===== src/hdl/rlgn_pkg.sv =====
// Package with shared constants, types and the lane merge function of the realigner.
`timescale 1ns / 1ps

package rlgn_pkg;

    localparam int COUNT_BITS = 24;
    localparam int CFG_IDX_BITS = 2;

    localparam logic [CFG_IDX_BITS-1:0] CFG_SRC_ALIGN  = 2'd0;
    localparam logic [CFG_IDX_BITS-1:0] CFG_DST_ALIGN  = 2'd1;
    localparam logic [CFG_IDX_BITS-1:0] CFG_BYTE_COUNT = 2'd2;

    typedef struct packed {
        logic       k;
        logic [2:0] kl;
        logic [5:0] s_mid;
        logic [5:0] s_last;
        logic [3:0] lo_mask;
        logic [3:0] hi_mask;
        logic       bc_zero;
    } t_cfg;

    typedef struct packed {
        logic [31:0] word;
        logic [3:0]  be;
        logic        last;
    } t_res;

    function automatic logic [31:0] merge_lanes(input logic [63:0] pair,
                                                input logic [5:0]  shift,
                                                input logic [3:0]  be);
        logic [31:0] word;
        logic [5:0]  q;
        word = '0;
        for (int b = 0; b < 4; b++) begin
            q = shift + 6'(b);
            if (be[b] && (q < 6'd8)) begin
                word[8*b +: 8] = pair[{q[2:0], 3'b000} +: 8];
            end
        end
        return word;
    endfunction

endpackage


===== src/hdl/unaligned_word_copy_realigner_top.sv =====
// Top level of the unaligned word copy realigner.
//
//  Channel   Direction  Handshake                 Beat payload
//  in        sink       i_in_valid / o_in_stall   i_src_word
//  out       source     o_out_valid / i_out_stall o_dest_word, o_byte_enable, o_last_word
//  cfg       sink       i_cfg_valid / o_cfg_ready i_cfg_index, i_cfg_data
//
// One source word is taken per cycle while o_in_stall is low; a result passes through
// the input and result registers. A word completing two destination words stalls the
// next input word, as the result register drains one beat per cycle while not stalled.
// Reset is synchronous and clears all control state; no clearing pass is needed.
// A stall on the output backs up through the result register into the input register.
`timescale 1ns / 1ps

module unaligned_word_copy_realigner_top #(
    parameter int COUNT_BITS = rlgn_pkg::COUNT_BITS
) (
    input  logic                              i_clk,
    input  logic                              i_rst_n,
    input  logic                              i_in_valid,
    output logic                              o_in_stall,
    input  logic [31:0]                       i_src_word,
    output logic                              o_out_valid,
    input  logic                              i_out_stall,
    output logic [31:0]                       o_dest_word,
    output logic [3:0]                        o_byte_enable,
    output logic                              o_last_word,
    input  logic                              i_cfg_valid,
    output logic                              o_cfg_ready,
    input  logic [rlgn_pkg::CFG_IDX_BITS-1:0] i_cfg_index,
    input  logic [COUNT_BITS-1:0]             i_cfg_data
);

    rlgn_pkg::t_cfg        w_cfg;
    rlgn_pkg::t_res        w_res0;
    rlgn_pkg::t_res        w_res1;
    logic                  w_wr;
    logic [COUNT_BITS-2:0] w_nd;
    logic                  w_free;
    logic                  w_load;
    logic [1:0]            w_num;
    logic [1:0]            w_out_cnt;
    logic                  w_in_full;

    rlgn_cfg #(
        .COUNT_BITS (COUNT_BITS)
    ) u_cfg (
        .i_clk       (i_clk),
        .i_rst_n     (i_rst_n),
        .i_cfg_valid (i_cfg_valid),
        .o_cfg_ready (o_cfg_ready),
        .i_cfg_index (i_cfg_index),
        .i_cfg_data  (i_cfg_data),
        .o_wr        (w_wr),
        .o_cfg       (w_cfg),
        .o_nd        (w_nd)
    );

    rlgn_core #(
        .COUNT_BITS (COUNT_BITS)
    ) u_core (
        .i_clk      (i_clk),
        .i_rst_n    (i_rst_n),
        .i_in_valid (i_in_valid),
        .o_in_stall (o_in_stall),
        .i_src_word (i_src_word),
        .i_abort    (w_wr),
        .i_cfg      (w_cfg),
        .i_nd       (w_nd),
        .i_free     (w_free),
        .o_in_full  (w_in_full),
        .o_load     (w_load),
        .o_num      (w_num),
        .o_res0     (w_res0),
        .o_res1     (w_res1)
    );

    rlgn_out u_out (
        .i_clk         (i_clk),
        .i_rst_n       (i_rst_n),
        .i_load        (w_load),
        .i_num         (w_num),
        .i_res0        (w_res0),
        .i_res1        (w_res1),
        .o_free        (w_free),
        .o_cnt         (w_out_cnt),
        .o_out_valid   (o_out_valid),
        .i_out_stall   (i_out_stall),
        .o_dest_word   (o_dest_word),
        .o_byte_enable (o_byte_enable),
        .o_last_word   (o_last_word)
    );

`ifndef SYNTH
    a_be_nonzero: assert property (@(posedge i_clk) disable iff (!i_rst_n)
        o_out_valid |-> (o_byte_enable != 4'b0000))
        else $error("result beat with no byte enabled");

    a_lanes_zero: assert property (@(posedge i_clk) disable iff (!i_rst_n)
        o_out_valid |-> ((o_dest_word & {{8{o_byte_enable[3]}}, {8{o_byte_enable[2]}},
                                         {8{o_byte_enable[1]}}, {8{o_byte_enable[0]}}})
                         == o_dest_word))
        else $error("disabled byte lane carries data");

    a_full_stalls: assert property (@(posedge i_clk) disable iff (!i_rst_n)
        (w_in_full && (w_out_cnt == 2'd2)) |-> o_in_stall)
        else $error("input taken while result register is full");

    a_load_free: assert property (@(posedge i_clk) disable iff (!i_rst_n)
        w_load |-> (w_free && (w_num != 2'd0)))
        else $error("result register loaded while occupied");
`endif

endmodule


===== src/hdl/rlgn_cfg.sv =====
// Configuration registers and the copy geometry derived from them.
`timescale 1ns / 1ps

module rlgn_cfg #(
    parameter int COUNT_BITS = rlgn_pkg::COUNT_BITS
) (
    input  logic                              i_clk,
    input  logic                              i_rst_n,
    input  logic                              i_cfg_valid,
    output logic                              o_cfg_ready,
    input  logic [rlgn_pkg::CFG_IDX_BITS-1:0] i_cfg_index,
    input  logic [COUNT_BITS-1:0]             i_cfg_data,
    output logic                              o_wr,
    output rlgn_pkg::t_cfg                    o_cfg,
    output logic [COUNT_BITS-2:0]             o_nd
);

    logic [1:0]            r_sa, n_sa;
    logic [1:0]            r_da, n_da;
    logic [COUNT_BITS-1:0] r_bc, n_bc;
    logic [COUNT_BITS-2:0] r_nd, n_nd;
    logic                  r_bc_zero;
    logic [COUNT_BITS:0]   w_sum;
    logic [1:0]            w_r;
    logic [2:0]            w_a;
    logic [2:0]            w_b;
    logic [1:0]            w_e;

    assign o_cfg_ready = 1'b1;
    assign o_wr = i_cfg_valid && ((i_cfg_index == rlgn_pkg::CFG_SRC_ALIGN) ||
                                  (i_cfg_index == rlgn_pkg::CFG_DST_ALIGN) ||
                                  (i_cfg_index == rlgn_pkg::CFG_BYTE_COUNT));

    always_comb begin
        n_sa = r_sa;
        n_da = r_da;
        n_bc = r_bc;
        if (i_cfg_valid) begin
            unique case (i_cfg_index)
                rlgn_pkg::CFG_SRC_ALIGN:  n_sa = i_cfg_data[1:0];
                rlgn_pkg::CFG_DST_ALIGN:  n_da = i_cfg_data[1:0];
                rlgn_pkg::CFG_BYTE_COUNT: n_bc = i_cfg_data;
                default: ;
            endcase
        end
        w_sum = {1'b0, n_bc} + {{(COUNT_BITS-1){1'b0}}, n_da} - {{COUNT_BITS{1'b0}}, 1'b1};
        n_nd = w_sum[COUNT_BITS:2] + {{(COUNT_BITS-2){1'b0}}, 1'b1};
    end

    always_ff @(posedge i_clk) begin
        if (!i_rst_n) begin
            r_sa      <= '0;
            r_da      <= '0;
            r_bc      <= '0;
            r_nd      <= '0;
            r_bc_zero <= 1'b1;
        end else begin
            r_sa      <= n_sa;
            r_da      <= n_da;
            r_bc      <= n_bc;
            r_nd      <= n_nd;
            r_bc_zero <= (n_bc == '0);
        end
    end

    always_comb begin
        w_r = r_bc[1:0] - 2'd1;
        w_a = {1'b0, r_sa} + {1'b0, w_r};
        w_b = {1'b0, r_da} + {1'b0, w_r};
        w_e = r_da + w_r;
        o_cfg.k       = (r_sa > r_da);
        o_cfg.kl      = {2'b00, w_a[2]} - {2'b00, w_b[2]};
        o_cfg.s_mid   = {4'b0000, r_sa} - {4'b0000, r_da} + 6'd4
                        - (o_cfg.k ? 6'd4 : 6'd0);
        o_cfg.s_last  = {4'b0000, r_sa} - {4'b0000, r_da} + 6'd4
                        - {o_cfg.kl[2], o_cfg.kl, 2'b00};
        o_cfg.lo_mask = 4'b1111 << r_da;
        o_cfg.hi_mask = 4'b1111 >> (2'd3 - w_e);
        o_cfg.bc_zero = r_bc_zero;
    end

    assign o_nd = r_nd;

endmodule


===== src/hdl/rlgn_core.sv =====
// Input register, copy progress state and the merge of held and current source words.
`timescale 1ns / 1ps

module rlgn_core #(
    parameter int COUNT_BITS = rlgn_pkg::COUNT_BITS
) (
    input  logic                  i_clk,
    input  logic                  i_rst_n,
    input  logic                  i_in_valid,
    output logic                  o_in_stall,
    input  logic [31:0]           i_src_word,
    input  logic                  i_abort,
    input  rlgn_pkg::t_cfg        i_cfg,
    input  logic [COUNT_BITS-2:0] i_nd,
    input  logic                  i_free,
    output logic                  o_in_full,
    output logic                  o_load,
    output logic [1:0]            o_num,
    output rlgn_pkg::t_res        o_res0,
    output rlgn_pkg::t_res        o_res1
);

    localparam int RW = COUNT_BITS - 1;

    logic          r_in_vld;
    logic [31:0]   r_in_word;
    logic          r_active;
    logic [RW-1:0] r_rem;
    logic [2:0]    r_d;
    logic          r_w0;
    logic [31:0]   r_held;

    logic          w_proc;
    logic          w_start;
    logic          w_go;
    logic [63:0]   w_pair;
    logic [2:0]    w_d;
    logic          w_w0;
    logic [RW-1:0] w_rem;
    logic          w_last1;
    logic          w_last2;
    logic [2:0]    w_k1;
    logic [2:0]    w_k2;
    logic          w_e1;
    logic          w_e2;
    logic [3:0]    w_be1;
    logic [3:0]    w_be2;
    logic [RW-1:0] w_rem_next;

    assign w_proc     = r_in_vld && i_free;
    assign o_in_stall = r_in_vld && !i_free;
    assign o_in_full  = r_in_vld;

    always_ff @(posedge i_clk) begin
        if (!i_rst_n) begin
            r_in_vld <= 1'b0;
        end else if (i_in_valid && !o_in_stall) begin
            r_in_vld <= 1'b1;
        end else if (w_proc) begin
            r_in_vld <= 1'b0;
        end
    end

    always_ff @(posedge i_clk) begin
        if (i_in_valid && !o_in_stall) begin
            r_in_word <= i_src_word;
        end
    end

    always_comb begin
        w_start = !r_active;
        w_go    = w_proc && !(w_start && i_cfg.bc_zero);
        w_pair  = {r_in_word, (w_start ? 32'd0 : r_held)};
        w_d     = w_start ? 3'd0 : r_d;
        w_w0    = w_start ? 1'b1 : r_w0;
        w_rem   = w_start ? i_nd : r_rem;
        w_last1 = (w_rem == RW'(1));
        w_last2 = (w_rem == RW'(2));
        w_k1    = w_last1 ? i_cfg.kl : {2'b00, i_cfg.k};
        w_k2    = w_last2 ? i_cfg.kl : {2'b00, i_cfg.k};
        w_e1    = w_go && (w_d == w_k1);
        w_e2    = w_e1 && !w_last1 && ((w_d - 3'd1) == w_k2);
        w_be1   = (w_w0 ? i_cfg.lo_mask : 4'b1111) & (w_last1 ? i_cfg.hi_mask : 4'b1111);
        w_be2   = w_last2 ? i_cfg.hi_mask : 4'b1111;

        o_res0.word = rlgn_pkg::merge_lanes(w_pair,
                                            w_last1 ? i_cfg.s_last : i_cfg.s_mid, w_be1);
        o_res0.be   = w_be1;
        o_res0.last = w_last1;
        o_res1.word = rlgn_pkg::merge_lanes(w_pair,
                                            w_last2 ? i_cfg.s_last : i_cfg.s_mid, w_be2);
        o_res1.be   = w_be2;
        o_res1.last = w_last2;

        o_num      = w_e2 ? 2'd2 : (w_e1 ? 2'd1 : 2'd0);
        o_load     = w_go && w_e1;
        w_rem_next = w_rem - {{(RW-2){1'b0}}, o_num};
    end

    always_ff @(posedge i_clk) begin
        if (!i_rst_n) begin
            r_active <= 1'b0;
        end else if (i_abort) begin
            r_active <= 1'b0;
        end else if (w_go) begin
            r_active <= (w_rem_next != '0);
        end
    end

    always_ff @(posedge i_clk) begin
        if (w_go) begin
            r_rem  <= w_rem_next;
            r_d    <= w_d + 3'd1 - {1'b0, o_num};
            r_w0   <= w_w0 && !w_e1;
            r_held <= r_in_word;
        end
    end

endmodule


===== src/hdl/rlgn_out.sv =====
// Two-entry result register that hands destination words out one beat at a time.
`timescale 1ns / 1ps

module rlgn_out (
    input  logic           i_clk,
    input  logic           i_rst_n,
    input  logic           i_load,
    input  logic [1:0]     i_num,
    input  rlgn_pkg::t_res i_res0,
    input  rlgn_pkg::t_res i_res1,
    output logic           o_free,
    output logic [1:0]     o_cnt,
    output logic           o_out_valid,
    input  logic           i_out_stall,
    output logic [31:0]    o_dest_word,
    output logic [3:0]     o_byte_enable,
    output logic           o_last_word
);

    logic [1:0]     r_cnt;
    rlgn_pkg::t_res r_slot0;
    rlgn_pkg::t_res r_slot1;
    logic           w_take;

    assign w_take      = (r_cnt != 2'd0) && !i_out_stall;
    assign o_free      = (r_cnt == 2'd0) || ((r_cnt == 2'd1) && w_take);
    assign o_cnt       = r_cnt;
    assign o_out_valid = (r_cnt != 2'd0);

    always_ff @(posedge i_clk) begin
        if (!i_rst_n) begin
            r_cnt <= 2'd0;
        end else if (i_load) begin
            r_cnt <= i_num;
        end else if (w_take) begin
            r_cnt <= r_cnt - 2'd1;
        end
    end

    always_ff @(posedge i_clk) begin
        if (i_load) begin
            r_slot0 <= i_res0;
            r_slot1 <= i_res1;
        end else if (w_take) begin
            r_slot0 <= r_slot1;
        end
    end

    assign o_dest_word   = r_slot0.word;
    assign o_byte_enable = r_slot0.be;
    assign o_last_word   = r_slot0.last;

endmodule

===== config.mk =====
export PLATFORM = sky130hd
export DESIGN_NAME = unaligned_word_copy_realigner_top
export DESIGN_NICKNAME = d
export VERILOG_FILES = /design/src/hdl/rlgn_pkg.sv /design/src/hdl/unaligned_word_copy_realigner_top.sv /design/src/hdl/rlgn_cfg.sv /design/src/hdl/rlgn_core.sv /design/src/hdl/rlgn_out.sv
export SDC_FILE = /design/constraint.sdc
export NUM_CORES = 1
export LEC_CHECK = 0
export BUFFER_PORTS_ARGS = -buffer_cell sky130_fd_sc_hd__buf_2
export CAP_MARGIN = 15
export CORE_MARGIN = 3
export CORE_UTILIZATION = 45
export DETAILED_ROUTE_END_ITERATION = 7
export GPL_ROUTABILITY_DRIVEN = 1
export GPL_TIMING_DRIVEN = 0
export PLACE_DENSITY = 0.62
export SLEW_MARGIN = 20
export SYNTH_ARGS = -nofsm -noshare
export SYNTH_HDL_FRONTEND = slang
export SYNTH_SLANG_ARGS = --single-unit

===== constraint.sdc =====
create_clock -name i_clk -period 7.9 [get_ports i_clk]
set_input_delay 0.395 -clock i_clk [delete_from_list [all_inputs] [get_ports i_clk]]
set_output_delay 0.395 -clock i_clk [all_outputs]
set_load 0.01 [all_outputs]

==> Word-level counts from Yosys, hierarchy flattened <==
Cells that the tools add are included.
{ "op_classes": {"n_reduce_logical": 40, "n_addsub": 24, "n_lt_le_gt_ge": 9, "mux": 28, "n_eq_ne": 7, "shifts": 10, "n_bitwise": 2} }
{ "ops": {"columns": ["cell", "n"], "rows": [
  ["$shiftx 64x7->8", 8],
  ["$mux 37", 2],
  ["$lt 6x4->1 const B", 8],
  ["$mux 24", 2],
  ["$mux 32", 1],
  ["$mux 8", 4],
  ["$add 24x2->25", 1],
  ["$sub 25x1->25 const B", 1],
  ["$add 6x2->6 const B", 4],
  ["$logic_not 24->1", 1],
  ["$add 23x1->23 const B", 1],
  ["$eq 23x1->1 const B", 1],
  ["$eq 23x2->1 const B", 1],
  ["$mux 23", 1],
  ["$reduce_bool 23->1", 1],
  ["$sub 23x2->23", 1],
  ["$logic_and 1x1->1", 21],
  ["$add 6x1->6 const B", 2],
  ["$mux 3", 4],
  ["$mux 4", 3],
  ["$mux 6", 2],
  ["$sub 6x6->6", 2],
  ["$mux 2", 5],
  ["$logic_not 1->1", 7],
  ["other kinds (24)", 36]
]} }
{ "word_totals": {"output_inout_bits": 40, "register_bits": 221, "inputBits": 63, "wordCells": 142} }

==> Logic depth before layout (Yosys ltp) <==
Gate-level depths: netlist (run 1).
{ "logic_depth": {"depth_word": 12, "mapped_depth": 24, "mapped_depth_nobuf": 21} }

==> Cells and area by module <==
A second synthesis (run 1) with hierarchy kept.
{ "hier_totals": {"hier_cells": 1682, "area_unflattened_um2": 16324.4} }
{ "modules_own_cells": {"columns": ["mod", "seq_area_each_um2", "cells_each", "area_each_um2", "n_inst"], "rows": [
  ["rlgn_core", 2772.7, 970, 8897.3, 1],
  ["rlgn_cfg", 1041.0, 578, 4624.4, 1],
  ["rlgn_out", 2262.2, 134, 2802.7, 1]
]} }

==> Worst setup path before layout (run 1) <==
Ideal clock, no wire load.
{ "synth_timing": {"path_kind": "register to register", "start": "register u_core.r_active", "end": "register u_core.r_active", "required_time_ns": 7.772, "t_arrival_ns": 4.770, "setup_time_ns": 0.128, "path_stages_with_launch": 25, "path_buffers": 5, "slack_ns": 3.002, "synth_period_minus_slack_ns": 4.898, "cell_sequence": "dfxtp_1 buf_2 buf_6 nor3_1 o22ai_1 nor3_1 and4b_1 buf_2 mux2i_1 xnor2_1 nor3_1 buf_2 buf_2 and2_1 ha_1 inv_1 fa_1 o21ba_2 nor2b_1 nand3_1 nor4_1 xnor2_1 or4_1 nor3_1 a31oi_1"} }
{ "synth_via": {"elab_chain_len": 10, "elab_cells_between_ends": 21, "cone_classes": "2 x add/sub; 4 x eq/ne; 6 x mux; 9 x reduce/logical"} }
{ "synth_rtl": {"columns": ["element", "line", "rtl"], "rows": [
  ["from (decl)", "rlgn_core.sv:27", "logic r_active;"],
  ["from (signal assigned)", "rlgn_core.sv:106", "r_active <= (w_rem_next != '0);"],
  ["$mux 23 / $logic_not 1->1 (equally long branches)", "rlgn_core.sv:76, rlgn_core.sv:71", null],
  ["$eq 23x1->1 / $logic_and 1x1->1 (equally long branches)", "rlgn_core.sv:77, rlgn_core.sv:72", null],
  ["$mux 3 / $logic_not 1->1 (equally long branches)", "rlgn_core.sv:79, rlgn_core.sv:72", null],
  ["$eq 3x3->1 / $logic_and 1x1->1 (equally long branches)", "rlgn_core.sv:81, rlgn_core.sv:72", null],
  ["$logic_and 1x1->1", "rlgn_core.sv:81", "w_e1 = w_go && (w_d == w_k1);"],
  ["$logic_and 1x1->1 (2 in a row)", "rlgn_core.sv:82", "w_e2 = w_e1 && !w_last1 && ((w_d - 3'd1) == w_k2);"],
  ["$mux 2", "rlgn_core.sv:95", "o_num = w_e2 ? 2'd2 : (w_e1 ? 2'd1 : 2'd0);"],
  ["$sub 23x2->23 *", "rlgn_core.sv:97", "w_rem_next = w_rem - {{(RW-2){1'b0}}, o_num};"],
  ["net u_core.w_rem_next[14]", "rlgn_core.sv:48", "logic [RW-1:0] w_rem_next;"],
  ["$reduce_bool 23->1 *", "rlgn_core.sv:106", null]
]} }
Mark *: on every way through the listed nets, which the timed path passes. The rest lies on a longest branch.
A chain may end at the register's enable or synchronous reset.

==> Worst setup path after layout (run 1) <==
Ends and elaborated chain as after synthesis.

==> results of run 1 <==
## layer usage
metal / track usage / up-vias / part of all wire
li1: - / 5138 / -
met1: 0.3334 / 5139 / 0.48
met2: 0.3138 / 434 / 0.42
met3: 0.03526 / 51 / 0.087
met4: 0.04235 / 0 / 0.018
met5: 0 / - / 0
## worst reg2reg max path: stages, from the launching register on
cell and delay, ns:
dfxtp_1 0.31, buf_2 0.21, nor3b_1 0.32, o22ai_1 0.18, nor3_1 0.67, and4b_1 0.30, buf_2 0.22, mux2i_1 0.25
xnor2_1 0.08, nor3_1 0.20, buf_2 0.27, buf_2 0.31, and2_1 0.18, ha_1 0.16, inv_1 0.05, fa_1 0.39
o21ba_2 0.33, nor2b_1 0.22, nand3_1 0.16, nor4_1 0.34, xnor2_1 0.15, or4_1 0.42, nor3_1 0.16, a31oi_1 0.11
## per-stage QoR
step	setup WS [ns]	instances	hold slack [ns]	total power, W
2_1_floorplan	3.002	1331	0.4609	0.002373
3_3_place_gp	1.857	1822	0.5006	0.002683
3_5_place_dp	1.803	1824	0.5096	0.002711
4_1_cts	1.774	1867	0.01601	0.003792
5_1_grt	1.218	1867	0.02092	0.003988
6_report	1.770	1867	0.03657	0.003778
## layout by cell type, fill, tap and decap left out, types with 5 or more instances in the layout
cell / count
mux4_2: 32
nor4_1: 5
nand3_1: 41
buf_2: 112
a31oi_1: 16
clkinv_2: 6
edfxtp_1: 164
nor3_1: 44
dfxtp_1: 56
nand2b_1: 10
a21o_1: 8
xnor2_1: 42
mux2i_1: 75
ha_1: 58
xor2_1: 25
a311oi_1: 5
inv_1: 67
nor3b_1: 15
a21oi_1: 70
nor2_1: 171
nand4_1: 7
o22ai_1: 12
mux2_2: 64
clkbuf_1: 42
o21ai_0: 44
and2_1: 8
and3_1: 7
nor2b_1: 17
buf_1: 5
nand2_1: 97
or3_1: 12
a211o_1: 6
clkbuf_16: 24
## cell type report
type | instances | share of cell area
repair buffers | 103 | 0.03575
inverters | 70 | 0.01692
multi-input cells | 983 | 0.4668
clock inverters | 13 | 0.006544
plain buffers | 58 | 0.01620
flip-flops and latches | 220 | 0.3856
clock buffers | 30 | 0.04102
well taps | 390 | 0.03112
## worst max-delay path by stage
stage / start / end / slack, ns
CTS: u_core.r_active$_SDFFE_PP0P_ / u_core.r_active$_SDFFE_PP0P_ / 1.77
global route: u_core.r_active$_SDFFE_PP0P_ / u_core.r_active$_SDFFE_PP0P_ / 1.22
detailed placement: u_core.r_active$_SDFFE_PP0P_ / u_core.r_active$_SDFFE_PP0P_ / 1.80
floorplan: u_core.r_active$_SDFFE_PP0P_ / u_core.r_active$_SDFFE_PP0P_ / 3.00
finish: u_core.r_active$_SDFFE_PP0P_ / u_core.r_active$_SDFFE_PP0P_ / 1.77
global placement: u_core.r_active$_SDFFE_PP0P_ / u_core.r_active$_SDFFE_PP0P_ / 1.86
## state kept, by name, indices dropped and copies added (netlist names)
| register | count |
|---|---|
| u_cfg.r_bc | 24 |
| u_out.o_dest_word | 32 |
| u_out.o_byte_enable | 4 |
| u_core.r_w0 | 1 |
| u_out.o_cnt | 2 |
| u_cfg.r_da | 2 |
| u_core.r_rem | 23 |
| u_cfg.r_bc_zero | 1 |
| u_cfg.o_nd | 23 |
| u_out.r_slot1 | 36 |
| u_core.r_active | 1 |
| u_cfg.r_sa | 2 |
| u_core.r_in_word | 32 |
| u_core.r_held | 32 |
| u_core.r_d | 3 |
| u_core.o_in_full | 1 |
| u_out.o_last_word | 1 |
## logic make-up (layout without fill, tap and decap cells)
logic type | count (synthesis) | after routing
other | 1 | 1
DFF | 220 | 220
xor gates and xnor gates | 69 | 69
AOI/OAI and AO/OA | 213 | 213
buffers and inverters | 128 | 274
adders and majority gates | 61 | 61
muxes | 173 | 173
and+or+nand+nor | 466 | 466
## synth_stat cells (10+ instances only)
cell type,number
dfxtp_1,56
nor2_1,171
clkbuf_1,38
nand2_1,97
or3_1,12
buf_2,11
a31oi_1,16
mux4_2,32
nor3_1,44
o21ai_0,44
xnor2_1,42
mux2_2,64
edfxtp_1,164
mux2i_1,75
nand2b_1,10
nor3b_1,15
ha_1,58
nand3_1,41
nor2b_1,18
inv_1,68
a21oi_1,70
xor2_1,25
o22ai_1,12
## where the power goes
part	internal [W]	leakage, nW	total [W]	switching, W
Sequential	0.00145	1.97	0.00152	0.0000717
Combinational	0.000460	3.92	0.00118	0.000720
Clock	0.000610	0.364	0.00107	0.000464
Total	0.00252	6.26	0.00378	0.00126
==> results.yml, run 1 <==
place:
  port_buffers: 101
  globalplace.congestion: 0.8841
  hpwl_mm: 27.34
  placed_cell_area_um2: 14930
setup_path:
  r2r_start: "u_core.r_active$_SDFFE_PP0P_"
  cp.arrival_ns: 6.53
  reg2reg_to: "u_core.r_active$_SDFFE_PP0P_"
  ff2ff_path_depth: 23
  cp_common_cell: "buf_2"
  r2r_setup_slack_ns: 1.77
  crit_type: "reg -> reg"
  end_kind: "register"
  crit_chain: "buf_2 > nor3b_1 > o22ai_1 > nor3_1 > and4b_1 > buf_2 > mux2i_1 > xnor2_1 > nor3_1 > buf_2 > buf_2 > and2_1 > ha_1 > inv_1 > fa_1 > o21ba_2 > nor2b_1 > nand3_1 > nor4_1 > xnor2_1 > or4_1 > nor3_1 > a31oi_1"
  path_delay_family: "simple AND/OR/NAND/NOR gates"
  cp_num_buf_inv: 5
  start_kind: "register"
  required_ns: 8.30
  slowest_delay_ns: 0.67
  cp_max_fo: 10
  path_depth: 23
  critPathSlowestCell: "nor3_1"
yosys:
  seq_area_frac_synth: 0.4357
  synth_edf_count: 164
  synthXorXnorAreaFrac: 0.04464
  muxShareOfSynthArea: 0.1606
  yosysTopAreaCell: "edfxtp_1"
  synth_top_family_by_area: "simple AND/OR/NAND/NOR gates"
  synth_fa_ha_area_frac: 0.05663
  syn_avg_cell_area_um2: 10.42
  synthCells: 1331
  synth_compound_area_frac: 0.1011
  synth_cell_types: 90
  synth_ff_type: "edfxtp_1"
  syn_area_um2: 13870
  synth_top_area_frac: 0.3549
  synth.ff_latch_count: 220
  synthSimpleGateAreaFrac: 0.1638
  yosys_warnings: 0
  ys_async_sr_fraction: 0
  syn_nets: 1455
  synth_area_leaders: "edfxtp_1, dfxtp_1, mux2i_1"
layout:
  area_growth_syn_to_layout_pct: 13.00
  fin_util: 0.5221
  nFillCells: 2722
  finish.instance_area_um2: 15680
  drive_gt1_frac: 0.1936
  multi_input_comb_area_um2: 7320
  nets: 1584
  diodes: 0
  regArea_um2: 6046
routing:
  drt_first_pass_iters: 5
  viasPerCell: 5.764
  drt_iter0_markers: 1009
  drc: 0
  drt_wl_total_mm: 35.96
  postRouteAntennaNets: 0
  wl_per_cell_um: 19.26
  num_vias: 10760
worst_hold_path:
  hp-start: "i_src_word[15]"
  hold_depth: 1
  hold-path-endpoint: "u_core.r_in_word[15]$_DFFE_PP_"
  hp-class: "in -> reg"
timing:
  period_share: 0.7759
  fmax_mhz: 163.1
  worstMarginPinSlew_ns: 1.036
  finalSetupTns_ns: 0
  slew_viol_final: 0
  rsz0062_at_grt: "false"
  relSlewSlack: 0.3090
  hold_viol: 0
  skew_ns: 0.01821
  min_period_ns: 6.130
  report.final.setup_viol: 0
floorplan:
  start_util: 0.4620
  core_um2: 30030
  die_x_um: 181.6
  die_h_um: 181.6
  io_pins: 103
  die_area_um2: 32970
  num_rows: 63
run_status:
  status: "completed"
global_routing:
  antenna_found_initial: 0
  grt_max_degree: 58
  grt_pass1_wl_mm: 56.92
  grt_remaining_overflow: 0
  grt_use_total: 0.2137
  grt_pass1_vias: 10160
clock_network:
  cts_tree: "yes"
  hold_buffers: 0
  cts_setup_buffers: 0
  clk_pin_slew_ns: 0.06
  cts_buffers: 24
  ctsResizeCount: 0
  clk_latency_ns: 0.53
  ctsRootBufferMaster: "clkbuf_16"
  numClockSinks: 220
  cts_max_path_buffers: 3
  cts_max_level: 1
pwr:
  p_per_area_nw_per_um2: 241.0
  vdd_drop_max_v: 0.0001511
  p_leak_nw: 6.256
job:
  max_cap_viol_count: 0
No activity file was read; power rests on OpenSTA's default activity.
==> run 2: changes to the inputs <==
--- a/config.mk
+++ b/config.mk
@@ -12,7 +12,7 @@
 export DETAILED_ROUTE_END_ITERATION = 7
 export GPL_ROUTABILITY_DRIVEN = 1
 export GPL_TIMING_DRIVEN = 0
-export PLACE_DENSITY = 0.62
+export PLACE_DENSITY = 0.64
 export SLEW_MARGIN = 20
 export SYNTH_ARGS = -nofsm -noshare
 export SYNTH_HDL_FRONTEND = slang
==> constraint.sdc (replaced) <==
create_clock -name i_clk -period 5.35 [get_ports i_clk]
set_input_delay 0.2675 -clock i_clk [delete_from_list [all_inputs] [get_ports i_clk]]
set_output_delay 0.2675 -clock i_clk [all_outputs]
set_load 0.01 [all_outputs]
==> run 2 against run 1 <==
Effect of this change: worst hold slack gained 0.0063 ns; via count grew 0.85%; cell count grew 2.1%; cell area grew 3.4%; first-iteration DRC count shrank 0.79%; critical path type unchanged.
==> results.yml, run 2 (same netlist as run 1, synthesis figures left out) <==
clock_network:
  numClockSinks: 220
  clk_pin_slew_ns: 0.06
  clk_latency_ns: 0.56
  cts_max_level: 1
  cts_max_path_buffers: 3
  cts_buffers: 25
  ctsRootBufferMaster: "clkbuf_16"
  cts_tree: "yes"
worst_hold_path:
  hp-start: "i_cfg_data[1]"
  hp-class: "in -> reg"
pwr:
  swShare: 0.3314
  pwr-share-seq: 0.394
  vdd_drop_max_v: 0.0002303
  p_int_w: 0.003829
  p_leak_nw: 6.476
  p_per_area_nw_per_um2: 353.4
  pwr-share-clk: 0.293
  p_comb_frac: 0.313
  p_switching_w: 0.001898
floorplan:
  num_rows: 63
  start_util: 0.4620
  core_um2: 30030
  die_area_um2: 32970
  io_pins: 103
  die_x_um: 181.6
  die_h_um: 181.6
routing:
  drt_wl_total_mm: 35.89
  wl_met2_mm: 15.66
  viasPerCell: 5.694
  drt-met1-wl_mm: 16.79
  num_vias: 10850
  drt_iter0_markers: 1001
  highest_layer: "met4"
  drt_first_pass_iters: 8
  drc: 0
  wl_met3_mm: 2.874
  postRouteAntennaNets: 0
  wl_per_cell_um: 18.83
timing:
  hold_viol: 0
  relSlewSlack: 0.3069
  rsz0062_at_grt: "true"
  period_share: 0.9656
  fmax_mhz: 193.6
  report.final.setup_viol: 0
  finalSetupTns_ns: 0
  worstMarginPinSlew_ns: 1.040
  min_period_ns: 5.166
  skew_ns: 0.03509
  slew_viol_final: 0
layout:
  area_growth_syn_to_layout_pct: 16.81
  nets: 1622
  final_common_cell: "nor2_1"
  fin_cells: 1906
  largest_register: "u_out.r_slot1"
  diodes: 0
  largest_reg_flops: 36
  final_cell_mix: "nor2_1, edfxtp_1, buf_2"
  fin_util: 0.5396
  drive_gt1_frac: 0.2032
setup_path:
  required_ns: 5.78
  cp.arrival_ns: 5.59
  critPathLaunch: "u_core.r_active$_SDFFE_PP0P_"
  crit_type: "reg -> reg"
  start_kind: "register"
  cp_max_fo: 10
  end_kind: "register"
  r2r_start: "u_core.r_active$_SDFFE_PP0P_"
global_routing:
  antenna_found_initial: 0
  grt_pass1_vias: 10300
  grt_remaining_overflow: 0
  grt_use_total: 0.2110
  grt_max_degree: 58
  grt_pass1_wl_mm: 56.28
place:
  post-place-cells: 1824
  globalplace.congestion: 0.8879
  hpwl_mm: 26.94
  port_buffers: 101
job:
  max_cap_viol_count: 0
run_status:
  status: "completed"
run 2: cell count changes in the layout (fill, tap and decap cells not counted), moves of 2 or more:
cell / before / now
dlygate4sd3_1: 0 / 33
buf_4: 2 / 9
buf_2: 112 / 106
nor3_1: 44 / 38
mux2i_1: 75 / 71
nor3_2: 1 / 5
clkbuf_4: 0 / 3
mux2i_2: 1 / 4
clkbuf_1: 42 / 40
clkbuf_2: 0 / 2
nor3_4: 0 / 2
nor4_1: 5 / 3
nor4_2: 1 / 3
run 2: critical path, cell delays in order (launching register included):
cell	delay [ns]
dfxtp_1	0.32
clkbuf_4	0.20
buf_6	0.19
mux2i_2	0.27
nand2_1	0.13
nor3_4	0.25
and4b_1	0.23
clkbuf_4	0.21
mux2i_2	0.23
xnor2_1	0.10
nor3_2	0.19
buf_4	0.16
buf_4	0.19
and2_1	0.15
ha_1	0.17
inv_1	0.06
fa_1	0.41
o21ba_4	0.28
nor2b_4	0.17
nand3_2	0.11
xnor2_1	0.18
or4_1	0.49
nor4_2	0.24
a31oi_1	0.11
run 2: power groups by stage:
stage | clock network (W) | registers (W) | logic, W
2_1_floorplan | 0 | 0.00229 | 0.00122
3_5_place_dp | 0 | 0.00228 | 0.00171
4_1_cts | 0.00171 | 0.00225 | 0.00176
6_report | 0.00168 | 0.00226 | 0.00179
5_1_grt | 0.00176 | 0.00228 | 0.00197
3_3_place_gp | 0 | 0.00228 | 0.00167
run 2: per-stage QoR:
step           setup slack [ns]  power [W]  hold WS (ns)  area [µm²]
2_1_floorplan            0.4523   0.003504        0.3334       13870
3_3_place_gp            -0.6427   0.003950        0.4449       14870
3_5_place_dp            -0.6908   0.003995        0.4460       14930
4_1_cts                0.003119   0.005721       0.01890       16130
5_1_grt                 -0.1221   0.006008       0.04758       16210
6_report                 0.1843   0.005727       0.04290       16210
run 2: final cells by class:
class                   count  area [µm²]
clock inverters            14       136.4
fillers                  2696       13830
flip-flops and latches    220        6046
repair buffers            140       913.4
multi-input cells         983        7428
clock buffers              31       658.1
plain buffers              58       271.5
well taps                 390       488.0
inverters                  70       265.3
run 2: routing by layer:
layer / up-vias / GRT usage
met5: - / 0
met4: 0 / 0.03961
met3: 42 / 0.03085
met2: 425 / 0.3242
met1: 5182 / 0.3201
li1: 5204 / -
run 2: path summary, 6_finish.rpt:
kind | to | slack, ns | depth (start not counted)
hold / removal | u_cfg.r_sa[1]$_SDFFE_PN0P_ | 0.04 | 3
setup reg to reg | u_core.r_active$_SDFFE_PP0P_ | 0.18 | 23
setup / recovery | u_core.r_active$_SDFFE_PP0P_ | 0.18 | 23
hold reg to reg | u_core.r_held[12]$_DFFE_PP_ | 0.53 | 0
run 2: timing repair:
action	in CTS	in global routing
hold buffers	33	0
endpoints found under the hold margin	33	0
setup endpoints to repair	4	18
pin swaps	3	2
resized for setup	13	19
setup buffers	2	2
==> run 3: changes to the inputs <==
--- a/config.mk
+++ b/config.mk
@@ -12,7 +12,7 @@
 export DETAILED_ROUTE_END_ITERATION = 7
 export GPL_ROUTABILITY_DRIVEN = 1
 export GPL_TIMING_DRIVEN = 0
-export PLACE_DENSITY = 0.64
+export PLACE_DENSITY = 0.66
 export SLEW_MARGIN = 20
 export SYNTH_ARGS = -nofsm -noshare
 export SYNTH_HDL_FRONTEND = slang
==> run 3 against run 2 <==
Effect of this change: die area unchanged; critical path type unchanged; critical endpoint unchanged; register-to-register slack about the same; clock-buffer cell count grew 3; clock power down 10%; via count is 0.94% lower; non-clock buffer count fell by 1; cell area decreased by 0.57%; flip-flop and latch count unchanged; total power is 3.1% lower; worst setup slack gained 0.012 ns.
==> results.yml, run 3 (same netlist as run 1, synthesis figures left out) <==
floorplan:
  die_h_um: 181.6
  core_um2: 30030
  num_rows: 63
  start_util: 0.4620
  die_x_um: 181.6
  io_pins: 103
  die_area_um2: 32970
clock_network:
  cts_max_path_buffers: 3
  cts_max_level: 1
  cts_tree: "yes"
  ctsRootBufferMaster: "clkbuf_16"
  cts_buffers: 24
  numClockSinks: 220
  clk_pin_slew_ns: 0.06
  clk_latency_ns: 0.53
timing:
  report.final.setup_viol: 0
  rsz0062_at_grt: "true"
  skew_ns: 0.01606
  worstMarginPinSlew_ns: 1.025
  fmax_mhz: 194.0
  hold_viol: 0
  min_period_ns: 5.154
  relSlewSlack: 0.3164
  fin_ws_ns: 0.1961
  slew_viol_final: 0
  period_share: 0.9633
worst_hold_path:
  hold_depth: 3
  hp-class: "in -> reg"
  hold-path-endpoint: "u_cfg.r_sa[0]$_SDFFE_PN0P_"
  hp-start: "i_cfg_data[0]"
routing:
  wl_met3_mm: 3.248
  drt_first_pass_iters: 6
  wl_per_cell_um: 18.66
  drt-met1-wl_mm: 16.39
  drc: 0
  highest_layer: "met4"
  postRouteAntennaNets: 0
  drt_wl_total_mm: 35.53
  drt_iter0_markers: 1127
  wl_met2_mm: 15.41
  num_vias: 10750
  viasPerCell: 5.647
pwr:
  vdd_drop_max_v: 0.0002344
  p_per_area_nw_per_um2: 344.4
  p_leak_nw: 6.407
setup_path:
  critPathSlowestCell: "or4_1"
  r2r_start: "u_core.r_active$_SDFFE_PP0P_"
  reg2reg_to: "u_core.r_active$_SDFFE_PP0P_"
  crit_chain: "clkbuf_4 > nor3b_1 > o22ai_1 > nor3_4 > and4b_1 > clkbuf_4 > mux2i_1 > xnor2_1 > nor3_2 > buf_4 > buf_6 > and2_1 > ha_1 > inv_1 > fa_1 > o21ba_4 > nor2b_4 > nand3_2 > xnor2_1 > or4_1 > nor4_2 > a31oi_1"
  crit_type: "reg -> reg"
  path_delay_family: "simple AND/OR/NAND/NOR gates"
  required_ns: 5.75
  start_kind: "register"
  slowest_delay_ns: 0.50
  r2r_setup_slack_ns: 0.20
  end_kind: "register"
  cp.arrival_ns: 5.55
  cp_max_fo: 10
  ff2ff_path_depth: 22
  cp_num_buf_inv: 5
layout:
  fin_cells: 1904
  area_growth_syn_to_layout_pct: 16.14
  largest_register: "u_out.r_slot1"
  diodes: 0
  nets: 1620
  drive_gt1_frac: 0.1975
  final_common_cell: "nor2_1"
  largest_reg_flops: 36
  final_cell_mix: "nor2_1, edfxtp_1, buf_2"
place:
  globalplace.congestion: 0.9127
  hpwl_mm: 26.74
  post-place-cells: 1824
  detailedPlace.worstSlack_ns: -0.6655
  port_buffers: 101
global_routing:
  grt_remaining_overflow: 0
  grt_max_degree: 60
  grt_pass1_vias: 10270
  antenna_found_initial: 0
  grt_use_total: 0.2120
  grt_pass1_wl_mm: 56.74
run_status:
  status: "completed"
job:
  max_cap_viol_count: 0
==> run 3: routing by layer <==
metal / up-vias / global-route usage
li1: 5211 / -
met1: 5091 / 0.3198
met2: 404 / 0.3208
met3: 45 / 0.04087
met4: 0 / 0.04022
met5: - / 0
==> run 3: what timing repair did <==
item,CTS,global route
hold buffers,33,0
endpoints found under the setup margin,4,18
buffers inserted,2,1
gates cloned,0,0
endpoints found under the hold margin,33,0
pin swaps,2,1
gates resized for setup,13,19
==> run 3: worst max path at each step <==
stage / startpoint / endpoint / slack [ns] / cells after the start
2_1_floorplan: u_core.r_active$_SDFFE_PP0P_ / u_core.r_active$_SDFFE_PP0P_ / 0.45 / 24
3_3_place_gp: u_core.r_active$_SDFFE_PP0P_ / u_core.r_active$_SDFFE_PP0P_ / -0.66 / 23
3_5_place_dp: u_core.r_active$_SDFFE_PP0P_ / u_core.r_active$_SDFFE_PP0P_ / -0.67 / 23
4_1_cts: u_core.r_active$_SDFFE_PP0P_ / u_core.r_active$_SDFFE_PP0P_ / 0.03 / 24
5_1_grt: u_core.r_active$_SDFFE_PP0P_ / u_core.r_active$_SDFFE_PP0P_ / -0.09 / 22
6_report: u_core.r_active$_SDFFE_PP0P_ / u_core.r_active$_SDFFE_PP0P_ / 0.20 / 22
==> run 3: worst min-delay path, stage by stage <==
cell	delay, ns
buf_2	0.13
a21oi_1	0.07
nor2_1	0.07
==> run 3: layout make-up <==
| type | count | area, µm² |
|---|---|---|
| clock buffer | 34 | 638.1 |
| buffer | 58 | 276.5 |
| sequential | 220 | 6046 |
| fill | 2684 | 13920 |
| clock inverter | 10 | 61.31 |
| tap | 390 | 488.0 |
| multi-input combinational | 983 | 7430 |
| timing repair buffer | 139 | 905.9 |
| inverter | 70 | 269.0 |
==> run 3: stage by stage <==
step,total power (W),utilization,cell area [µm²],hold slack (ns),setup TNS [ns]
2_1_floorplan,0.003504,-,13870,0.3334,0
5_1_grt,0.005862,0.5366,16110,0.05446,-0.09551
6_report,0.005549,0.5366,16110,0.04939,0
3_3_place_gp,0.003949,0.4951,14870,0.4441,-1.115
4_1_cts,0.005551,0.5336,16030,0.04101,0
3_5_place_dp,0.003995,0.4970,14930,0.4461,-1.088
==> run 3: report_power, final <==
part	switching, W	leakage [nW]	internal [W]
logic	0.00108	4.11	0.000710
clock network	0.000673	0.333	0.000832
registers	0.000110	1.97	0.00214
total	0.00186	6.41	0.00369
